==> src/rsid_pkg.sv <==
// Shared types, constants and generator table for the RS(15,3) GF(16) encoder.
`default_nettype none
package rsid_pkg;

    localparam int SYM_W           = 4;
    localparam int CODE_W          = 12;
    localparam int NUM_SYMBOLS_DEF = 15;
    localparam int NUM_ROUNDS      = 12;
    localparam int ROUND_W         = $clog2(NUM_ROUNDS);
    localparam int MSG_SYMBOLS     = 3;

    // x^4 + x^3 + 1, low four bits, folded in on carry out of bit 3
    localparam logic [SYM_W-1:0] GF_POLY_LO = 4'h9;

    typedef struct packed {
        logic               load;
        logic               calc;
        logic               first;
        logic               emit;
        logic               last;
        logic [ROUND_W-1:0] round;
        logic [SYM_W-1:0]   pos;
    } rsid_ctrl_t;

    function automatic logic [SYM_W-1:0] gf_root(input logic [ROUND_W-1:0] idx);
        logic [SYM_W-1:0] r;
        begin
            case (idx)
                4'd0:    r = 4'd2;
                4'd1:    r = 4'd4;
                4'd2:    r = 4'd8;
                4'd3:    r = 4'd9;
                4'd4:    r = 4'd11;
                4'd5:    r = 4'd15;
                4'd6:    r = 4'd7;
                4'd7:    r = 4'd14;
                4'd8:    r = 4'd5;
                4'd9:    r = 4'd10;
                4'd10:   r = 4'd13;
                4'd11:   r = 4'd3;
                default: r = 4'd0;
            endcase
            return r;
        end
    endfunction

endpackage
`default_nettype wire

==> src/rsid_gf16_mul.sv <==
// GF(16) multiplier, field polynomial x^4+x^3+1.
`default_nettype none
module rsid_gf16_mul
    import rsid_pkg::*;
(
    input  wire logic [SYM_W-1:0] a,
    input  wire logic [SYM_W-1:0] b,
    output logic      [SYM_W-1:0] p
);

    logic [SYM_W-1:0] x0, x1, x2, x3;

    always_comb
    begin
        x0 = a;
        x1 = {x0[SYM_W-2:0], 1'b0} ^ (x0[SYM_W-1] ? GF_POLY_LO : '0);
        x2 = {x1[SYM_W-2:0], 1'b0} ^ (x1[SYM_W-1] ? GF_POLY_LO : '0);
        x3 = {x2[SYM_W-2:0], 1'b0} ^ (x2[SYM_W-1] ? GF_POLY_LO : '0);
        p  = (b[0] ? x0 : '0) ^ (b[1] ? x1 : '0) ^ (b[2] ? x2 : '0) ^ (b[3] ? x3 : '0);
    end

endmodule
`default_nettype wire

==> src/rsid_ctrl.sv <==
// Sequencer: round and symbol counters for the multiply passes and the emit pass.
`default_nettype none
module rsid_ctrl
    import rsid_pkg::*;
#(
    parameter int NUM_SYMBOLS = NUM_SYMBOLS_DEF
)
(
    input  wire logic clk,
    input  wire logic rst_n,
    input  wire logic start,
    output logic      busy,
    output rsid_ctrl_t ctrl
);

    localparam logic [1:0] ST_IDLE = 2'd0;
    localparam logic [1:0] ST_CALC = 2'd1;
    localparam logic [1:0] ST_EMIT = 2'd2;

    localparam logic [SYM_W-1:0]   POS_LAST   = SYM_W'(NUM_SYMBOLS - 1);
    localparam logic [ROUND_W-1:0] ROUND_LAST = ROUND_W'(NUM_ROUNDS - 1);

    logic [1:0]         state_reg, state_next;
    logic [ROUND_W-1:0] round_reg, round_next;
    logic [SYM_W-1:0]   pos_reg, pos_next;
    logic               accept;
    logic               pos_end;

    assign busy    = (state_reg != ST_IDLE);
    assign accept  = start && !busy;
    assign pos_end = (pos_reg == POS_LAST);

    always_comb
    begin
        state_next = state_reg;
        round_next = round_reg;
        pos_next   = pos_reg;
        case (state_reg)
            ST_IDLE:
            begin
                if (start)
                begin
                    state_next = ST_CALC;
                    round_next = '0;
                    pos_next   = '0;
                end
            end
            ST_CALC:
            begin
                if (pos_end)
                begin
                    pos_next = '0;
                    if (round_reg == ROUND_LAST)
                    begin
                        round_next = '0;
                        state_next = ST_EMIT;
                    end
                    else
                    begin
                        round_next = round_reg + 1'b1;
                    end
                end
                else
                begin
                    pos_next = pos_reg + 1'b1;
                end
            end
            ST_EMIT:
            begin
                if (pos_end)
                begin
                    pos_next   = '0;
                    state_next = ST_IDLE;
                end
                else
                begin
                    pos_next = pos_reg + 1'b1;
                end
            end
            default:
            begin
                state_next = ST_IDLE;
                round_next = '0;
                pos_next   = '0;
            end
        endcase
    end

    always_ff @(posedge clk or negedge rst_n)
    begin
        if (!rst_n)
        begin
            state_reg <= ST_IDLE;
            round_reg <= '0;
            pos_reg   <= '0;
        end
        else
        begin
            state_reg <= state_next;
            round_reg <= round_next;
            pos_reg   <= pos_next;
        end
    end

    always_comb
    begin
        ctrl.load  = accept;
        ctrl.calc  = (state_reg == ST_CALC);
        ctrl.first = (pos_reg == '0);
        ctrl.emit  = (state_reg == ST_EMIT);
        ctrl.last  = (state_reg == ST_EMIT) && pos_end;
        ctrl.round = round_reg;
        ctrl.pos   = pos_reg;
    end

    a_accept_starts_calc: assert property (@(posedge clk) disable iff (!rst_n)
        accept |=> state_reg == ST_CALC && pos_reg == '0 && round_reg == '0)
        else $error("request did not start the multiply passes");

    a_pos_in_range: assert property (@(posedge clk) disable iff (!rst_n)
        pos_reg <= POS_LAST)
        else $error("symbol index out of range");

    a_round_in_range: assert property (@(posedge clk) disable iff (!rst_n)
        round_reg <= ROUND_LAST)
        else $error("round index out of range");

    a_emit_after_calc: assert property (@(posedge clk) disable iff (!rst_n)
        $rose(ctrl.emit) |-> $past(ctrl.calc) && $past(round_reg) == ROUND_LAST)
        else $error("emit began before the last round finished");

    a_idle_after_last: assert property (@(posedge clk) disable iff (!rst_n)
        ctrl.last |=> !busy)
        else $error("still busy after final symbol");

endmodule
`default_nettype wire

==> src/rsid_reed_solomon_encoder.sv <==
// Top level: RS(15,3) GF(16) encoder with a rotating codeword line and one shared multiplier.
// Sequence: a request is loaded, twelve multiply rounds run, then the emit pass; strobes are registered.
// Symbols then come one per cycle, NUM_SYMBOLS in all, the last one flagged.
// Requests: a new one is taken only while idle, after the emit pass, as set by the single
// GF(16) multiplier, one symbol per cycle over twelve rounds, then the emit pass.
// Reset: asynchronous, active low; returns to idle, no strobe. The receiver cannot stall.
`default_nettype none
module rsid_reed_solomon_encoder
    import rsid_pkg::*;
#(
    parameter int NUM_SYMBOLS = NUM_SYMBOLS_DEF
)
(
    input  wire logic              clk,
    input  wire logic              rst_n,
    input  wire logic              start,
    input  wire logic [CODE_W-1:0] code,
    output logic                   busy,
    output logic                   strobe,
    output logic      [SYM_W-1:0]  symbol,
    output logic      [SYM_W-1:0]  position,
    output logic                   last
);

    rsid_ctrl_t       ctrl;
    logic [SYM_W-1:0] word_reg [NUM_SYMBOLS];
    logic [SYM_W-1:0] carry_reg;
    logic [SYM_W-1:0] prod;
    logic [SYM_W-1:0] new_sym;
    logic             strobe_reg;
    logic [SYM_W-1:0] symbol_reg;
    logic [SYM_W-1:0] position_reg;
    logic             last_reg;

    rsid_ctrl #(
        .NUM_SYMBOLS(NUM_SYMBOLS)
    ) u_ctrl (
        .clk   (clk),
        .rst_n (rst_n),
        .start (start),
        .busy  (busy),
        .ctrl  (ctrl)
    );

    rsid_gf16_mul u_mul (
        .a (word_reg[0]),
        .b (gf_root(ctrl.round)),
        .p (prod)
    );

    // new c[j] = old c[j-1] ^ g*c[j]; carry holds old c[j-1]
    assign new_sym = (ctrl.first ? '0 : carry_reg) ^ prod;

    always_ff @(posedge clk)
    begin
        if (ctrl.load)
        begin
            for (int i = MSG_SYMBOLS; i < NUM_SYMBOLS; i++)
            begin
                word_reg[i] <= '0;
            end
            word_reg[0] <= code[CODE_W-1 -: SYM_W];
            word_reg[1] <= code[CODE_W-SYM_W-1 -: SYM_W];
            word_reg[2] <= code[SYM_W-1:0];
        end
        else if (ctrl.calc || ctrl.emit)
        begin
            for (int i = 0; i < NUM_SYMBOLS - 1; i++)
            begin
                word_reg[i] <= word_reg[i+1];
            end
            word_reg[NUM_SYMBOLS-1] <= ctrl.calc ? new_sym : word_reg[0];
        end
        if (ctrl.calc)
        begin
            carry_reg <= word_reg[0];
        end
        symbol_reg   <= word_reg[0];
        position_reg <= ctrl.pos;
    end

    always_ff @(posedge clk or negedge rst_n)
    begin
        if (!rst_n)
        begin
            strobe_reg <= 1'b0;
            last_reg   <= 1'b0;
        end
        else
        begin
            strobe_reg <= ctrl.emit;
            last_reg   <= ctrl.last;
        end
    end

    assign strobe   = strobe_reg;
    assign symbol   = symbol_reg;
    assign position = position_reg;
    assign last     = last_reg;

endmodule
`default_nettype wire

==> config.mk <==
export PLATFORM = sky130hd
export DESIGN_NAME = rsid_reed_solomon_encoder
export DESIGN_NICKNAME = d
export VERILOG_FILES = /design/src/rsid_pkg.sv /design/src/rsid_gf16_mul.sv /design/src/rsid_ctrl.sv /design/src/rsid_reed_solomon_encoder.sv
export SDC_FILE = /design/constraint.sdc
export NUM_CORES = 1
export LEC_CHECK = 0
export BUFFER_PORTS_ARGS = -buffer_cell sky130_fd_sc_hd__buf_2
export CORE_ASPECT_RATIO = 1.1
export CORE_MARGIN = 10
export CORE_UTILIZATION = 62
export CTS_BUF_LIST = sky130_fd_sc_hd__clkbuf_2 sky130_fd_sc_hd__clkbuf_4 sky130_fd_sc_hd__clkbuf_8
export CTS_CLUSTER_DIAMETER = 80
export DETAILED_ROUTE_END_ITERATION = 10
export GPL_TIMING_DRIVEN = 0
export PLACE_DENSITY = 0.93
export SYNTH_ARGS = -nofsm -noshare
export SYNTH_HDL_FRONTEND = slang
export SYNTH_HIERARCHICAL = 1
export SYNTH_SLANG_ARGS = --single-unit
==> constraint.sdc <==
create_clock -name clk -period 3.1 [get_ports clk]
set_input_delay 0.62 -clock clk [delete_from_list [all_inputs] [get_ports clk]]
set_output_delay 0.62 -clock clk [all_outputs]
set_load 0.05 [all_outputs]
== Yosys cells after proc, flatten, opt, wreduce, memory -nomap -nowiden ==
Memory sizes are Yosys's and may differ from the RTL's.
Index checks and enable logic that the tools add are counted.

* Flip-flop bits (word level): 24
* RAM bits: 60
* Bits in read-only memories: 64
* Input port bits: 15
* Memories: 2

{| class="wikitable"
|+ Memory list
! memory !! words !! width !! read ports !! clocked after memory_dff !! wr ports !! RTL line !! text
|-
| (no name shown) || 16 || 4 || 1 || 0 || 0 || rsid_pkg.sv:28 || <nowiki>case (idx)</nowiki>
|-
| word_reg || 15 || 4 || 15 || 0 || 15 || rsid_reed_solomon_encoder.sv:26 || <nowiki>logic [SYM_W-1:0] word_reg [NUM_SYMBOLS];</nowiki>
|}

* $add $sub $neg: 2
* Equal/unequal tests: 8
* Muxes and demuxes: 40
* Bitwise operators: 23
* Reduce and logical (&&, ||, !) cells: 10

{| class="wikitable"
|+ Operators with widths
! kind !! number
|-
| $mux W4 || 28
|-
| $xor A4 B4 Y4 || 7
|-
| $or A1 B1 Y1 || 15
|-
| $pmux W4 S3 || 1
|-
| $add A4 B1 Y4 const B || 2
|-
| $eq A4 B4 Y1 const B || 2
|-
| $mux W2 || 4
|-
| $pmux W4 S2 || 1
|-
| $ne A2 B1 Y1 const B || 3
|-
| $pmux W2 S3 || 1
|-
| $mux W1 || 5
|-
| $logic_not A4 Y1 || 1
|-
| $reduce_and A4 Y1 || 1
|-
| $reduce_and A3 Y1 || 1
|-
| $eq A2 B1 Y1 const B || 1
|-
| $eq A2 B2 Y1 const B || 1
|-
| $logic_and A1 B1 Y1 || 2
|-
| $logic_not A2 Y1 || 1
|-
| $ne A2 B2 Y1 const B || 1
|-
| $reduce_bool A2 Y1 || 1
|-
| $reduce_or A2 Y1 || 1
|-
| $logic_not A1 Y1 || 1
|-
| $logic_or A1 B1 Y1 || 1
|-
| $not A1 Y1 || 1
|}

== Depth between registers and ports, before layout ==
* Depth in word-level cells: 11
* Gate-level depth with buffers: 10
* Mapped depth without buffers: 10

== Cells and area by module ==
Netlist, hierarchy kept.

{| class="wikitable"
|+ Modules (own cells, without submodules)
! module !! instances !! cells each !! area each (um^2) !! sequential area each (um^2)
|-
| rsid_reed_solomon_encoder || 1 || 178 || 2727.6 || 1891.8
|-
| rsid_ctrl || 1 || 73 || 693.2 || 250.2
|-
| rsid_gf16_mul || 1 || 34 || 254.0 || 0.0
|}

== Worst setup path before layout ==
Ideal clock, no wire load.

* Path type: reg2reg
* From: register u_ctrl.state_reg[1]
* To: memory word_reg[0][0] (enable)
* Setup time: 0.391 ns
* Data arrival time: 2.000 ns
* Slack: 0.709 ns
* Stages on the path, launching flop included: 8
* Clock period less this slack: 2.391 ns
* Path through: dfrtp_1 inv_1 ha_1 buf_4 buf_6 nor3_4 buf_2 inv_1

{| class="wikitable"
|+ RTL lines
! what !! RTL line !! text
|-
| start: declaration || rsid_ctrl.sv:23 || <nowiki>logic [1:0] state_reg, state_next;</nowiki>
|-
| start signal: assignment || rsid_ctrl.sv:99 || <nowiki>state_reg <= state_next;</nowiki>
|-
| end: declaration || rsid_reed_solomon_encoder.sv:26 ||
|}

==> flow_summary.toml <==
[clocking]
cts-root-buf = "clkbuf_8"
htree_levels = 3
ctsHoldBuffers = 0
post-cts-setup-buffers = 0
cts_tree = "built"
numCtsBuffers = 9
clkSlewWorstSetupHoldPaths_ns = 0.09
clock_sinks = 84
cts_buffer_depth = 2
cts_resized = 0
clock_latency_ns = 0.37

[synthesis]
synth_area_um2 = 3675
syn_avg_cell_area_um2 = 12.89
yosys_warnings = 6
yosysMostFrequentCell = "edfxtp_1"
synth_top_area_share = 0.3269
synth_edf_count = 40
synth_async_sr_flop_share = 0.1429
ys_seq_elements = 84
ys_types = 44
ys_seq_area_frac = 0.5829
synth_nets = 313
synth_area_leaders = "edfxtp_1 (33%), dfxtp_1 (17%), dfrtp_1 (8.2%), a22o_1 (6.4%), ha_1 (4.4%)"
synth_commonest_cells = "edfxtp_1 (40), dfxtp_1 (32), a22o_1 (27)"
ys.flop_type = "edfxtp_1"
yosys.area.top_type = "edfxtp_1"
syn_inst = 285

[layout]
fin_nets = 350
instances_no_fill = 404
final_cell_area_um2 = 4111
multiInputGateArea_um2 = 1400
finish.utilization = 0.7126
synthToLayoutAreaGrowth_pct = 11.88
antenna_cells = 0
layout-drive-gt1-share = 0.2263
largest_register_ffs = 60
seqCellArea_um2 = 2142
n_fill_cell = 385

[detailed_routing]
ant_nets = 0
vias = 2307
routedWlPerCell_um = 17.32
drt_iter0_markers = 128
viasPerCell = 5.710
wirelength_um = 6999
firstDrtPassIters = 4
drcViolationCount = 0

[placement]
post_dp_cell_area_um2 = 3896
io_buffer_count = 25
placedCellCount = 387
dp_slack_ns = 0.2201
dp_hpwl_um = 4637
gp_congestion = 0.8067

[sta]
slew_viol_final = 0
hold_violations = 0
skew_ns = 0.01757
slew_headroom = 0.6236
period_needed_ns = 2.820
hold-worst-slack_ns = 0.1151
fin_ws_ns = 0.2801
period_share = 0.9097
fin_setup_tns_ns = 0
rsz0062_at_grt = "false"
tightest_slew_ns = 0.5611
setup_viol = 0
max_freq_ghz = 0.3546

[pwr]
p_per_area_nw_per_um2 = 1021
finalPower_mw = 4.200
leakagePower_nw = 1.685
ir_worst_vdd_v = 0.0006551

[grt]
first_global_vias = 2260
use_met2 = 0.2594
antenna_found_initial = 0
grt-busiest-layer = "met2"
grt_max_degree = 37
grt.total_usage = 0.1535
grtUsageMet3 = 0.04024
grt_overflow = 0
grt_pass1_wl_um = 11230
use_met1 = 0.1809

[setup_path]
critPathKind = "reg2reg"
reg2reg_slack_ns = 0.28
critPathLaunch = "u_ctrl/state_reg[1]$_DFFE_PN0P_"
r2r_end = "word_reg[14][3]$_SDFFCE_PN0P_"
path_max_fanout = 23
start_kind = "register"
crit-reg2reg-launch = "u_ctrl/state_reg[1]$_DFFE_PN0P_"
crit_chain = "inv_1 > ha_1 > buf_4 > buf_6 > nor3_4 > buf_2 > clkinv_1 > buf_16"
critPathCaptureType = "register"
max_stage_delay_ns = 0.50
crit_required_ns = 3.22
cp_slowest_cell = "clkinv_1"
cp.arrival_ns = 2.94
reg2regPathDepth = 8

[die]
initial_core_util = 0.6370
coreArea_um2 = 5769
rows = 29
die_w_um = 93.41
dieHeight_um = 100.7
ioPinCount = 26
dieArea_um2 = 9410

[min_path]
min_path_type = "in2async"

[run_status]
outcome = "finished, final reports clean"

[flow_run]
drv_cap = 0
## layer usage
| metal | up-vias | share of wire | wire length, µm |
|---|---|---|---|
| li1 | 1096 | - | - |
| met5 | - | 0 | 0 |
| met2 | 67 | 0.53 | 3700 |
| met3 | 17 | 0.038 | 268 |
| met4 | 0 | 0.020 | 141 |
| met1 | 1127 | 0.41 | 2888 |
## how the worst max path moves through the flow
stage                                     to  slack, ns  depth (start not counted)
2_1_floorplan       word_reg[0][0]$_DFFE_PP_       0.71                          7
3_3_place_gp   word_reg[14][3]$_SDFFCE_PN0P_       0.29                          7
3_5_place_dp   word_reg[14][0]$_SDFFCE_PN0P_       0.22                          7
4_1_cts        word_reg[14][3]$_SDFFCE_PN0P_       0.20                          7
5_1_grt        word_reg[14][0]$_SDFFCE_PN0P_       0.07                          8
6_report       word_reg[14][3]$_SDFFCE_PN0P_       0.28                          8
## cells in the final DEF, fill, tap and decap left out, types with 4 or more instances in the layout
cell	netlist	layout
buf_6	4	4
and2_1	22	22
nand2b_1	8	8
mux2_4	5	5
dfxtp_1	32	32
ha_1	13	13
nor2_1	8	8
edfxtp_1	40	40
mux2i_1	4	4
clkbuf_8	0	9
dfrtp_1	12	12
xnor2_1	13	13
a211oi_1	4	4
buf_2	4	29
o21ai_0	4	4
nor2b_1	8	8
a22o_1	27	27
o22ai_1	6	6
mux2_2	8	8
inv_1	10	9
nand2_1	16	16
## layout make-up
cell class              instances  share of cell area
well taps                      77             0.02343
clock buffers                   9             0.03013
plain buffers                  13             0.02313
inverters                      10            0.009130
repair buffers                 26             0.03713
flip-flops and latches         84              0.5210
clock inverters                 7             0.01552
multi-input cells             178              0.3405
## critical path, delay by kind of cell, from the launching register on
| family | cells | cell delay, ns |
|---|---|---|
| adder cells (fa/ha/maj) | 1 | 0.30 |
| AND/OR/NAND/NOR | 1 | 0.29 |
| flip-flops | 1 | 0.39 |
| buffers and inverters | 6 | 1.59 |
## power by group
part / leakage (nW) / switching, mW / internal (mW)
logic: 0.754 / 0.869 / 0.642
registers: 0.840 / 0.226 / 1.71
clock network: 0.0907 / 0.440 / 0.310
total: 1.69 / 1.53 / 2.66
## logic make-up (layout without fill, tap and decap cells)
group	count (synthesis)	after routing	share of synthesized area
AOI/OAI and AO/OA	54	54	0.1113
xor gates and xnor gates	17	17	0.04699
adders and majority gates	13	13	0.04426
buffers and inverters	23	65	0.03609
DFF	84	84	0.5829
muxes	17	17	0.05584
and+or+nand+nor	77	77	0.1226
Note: power is estimated with default switching activity, not from simulation.
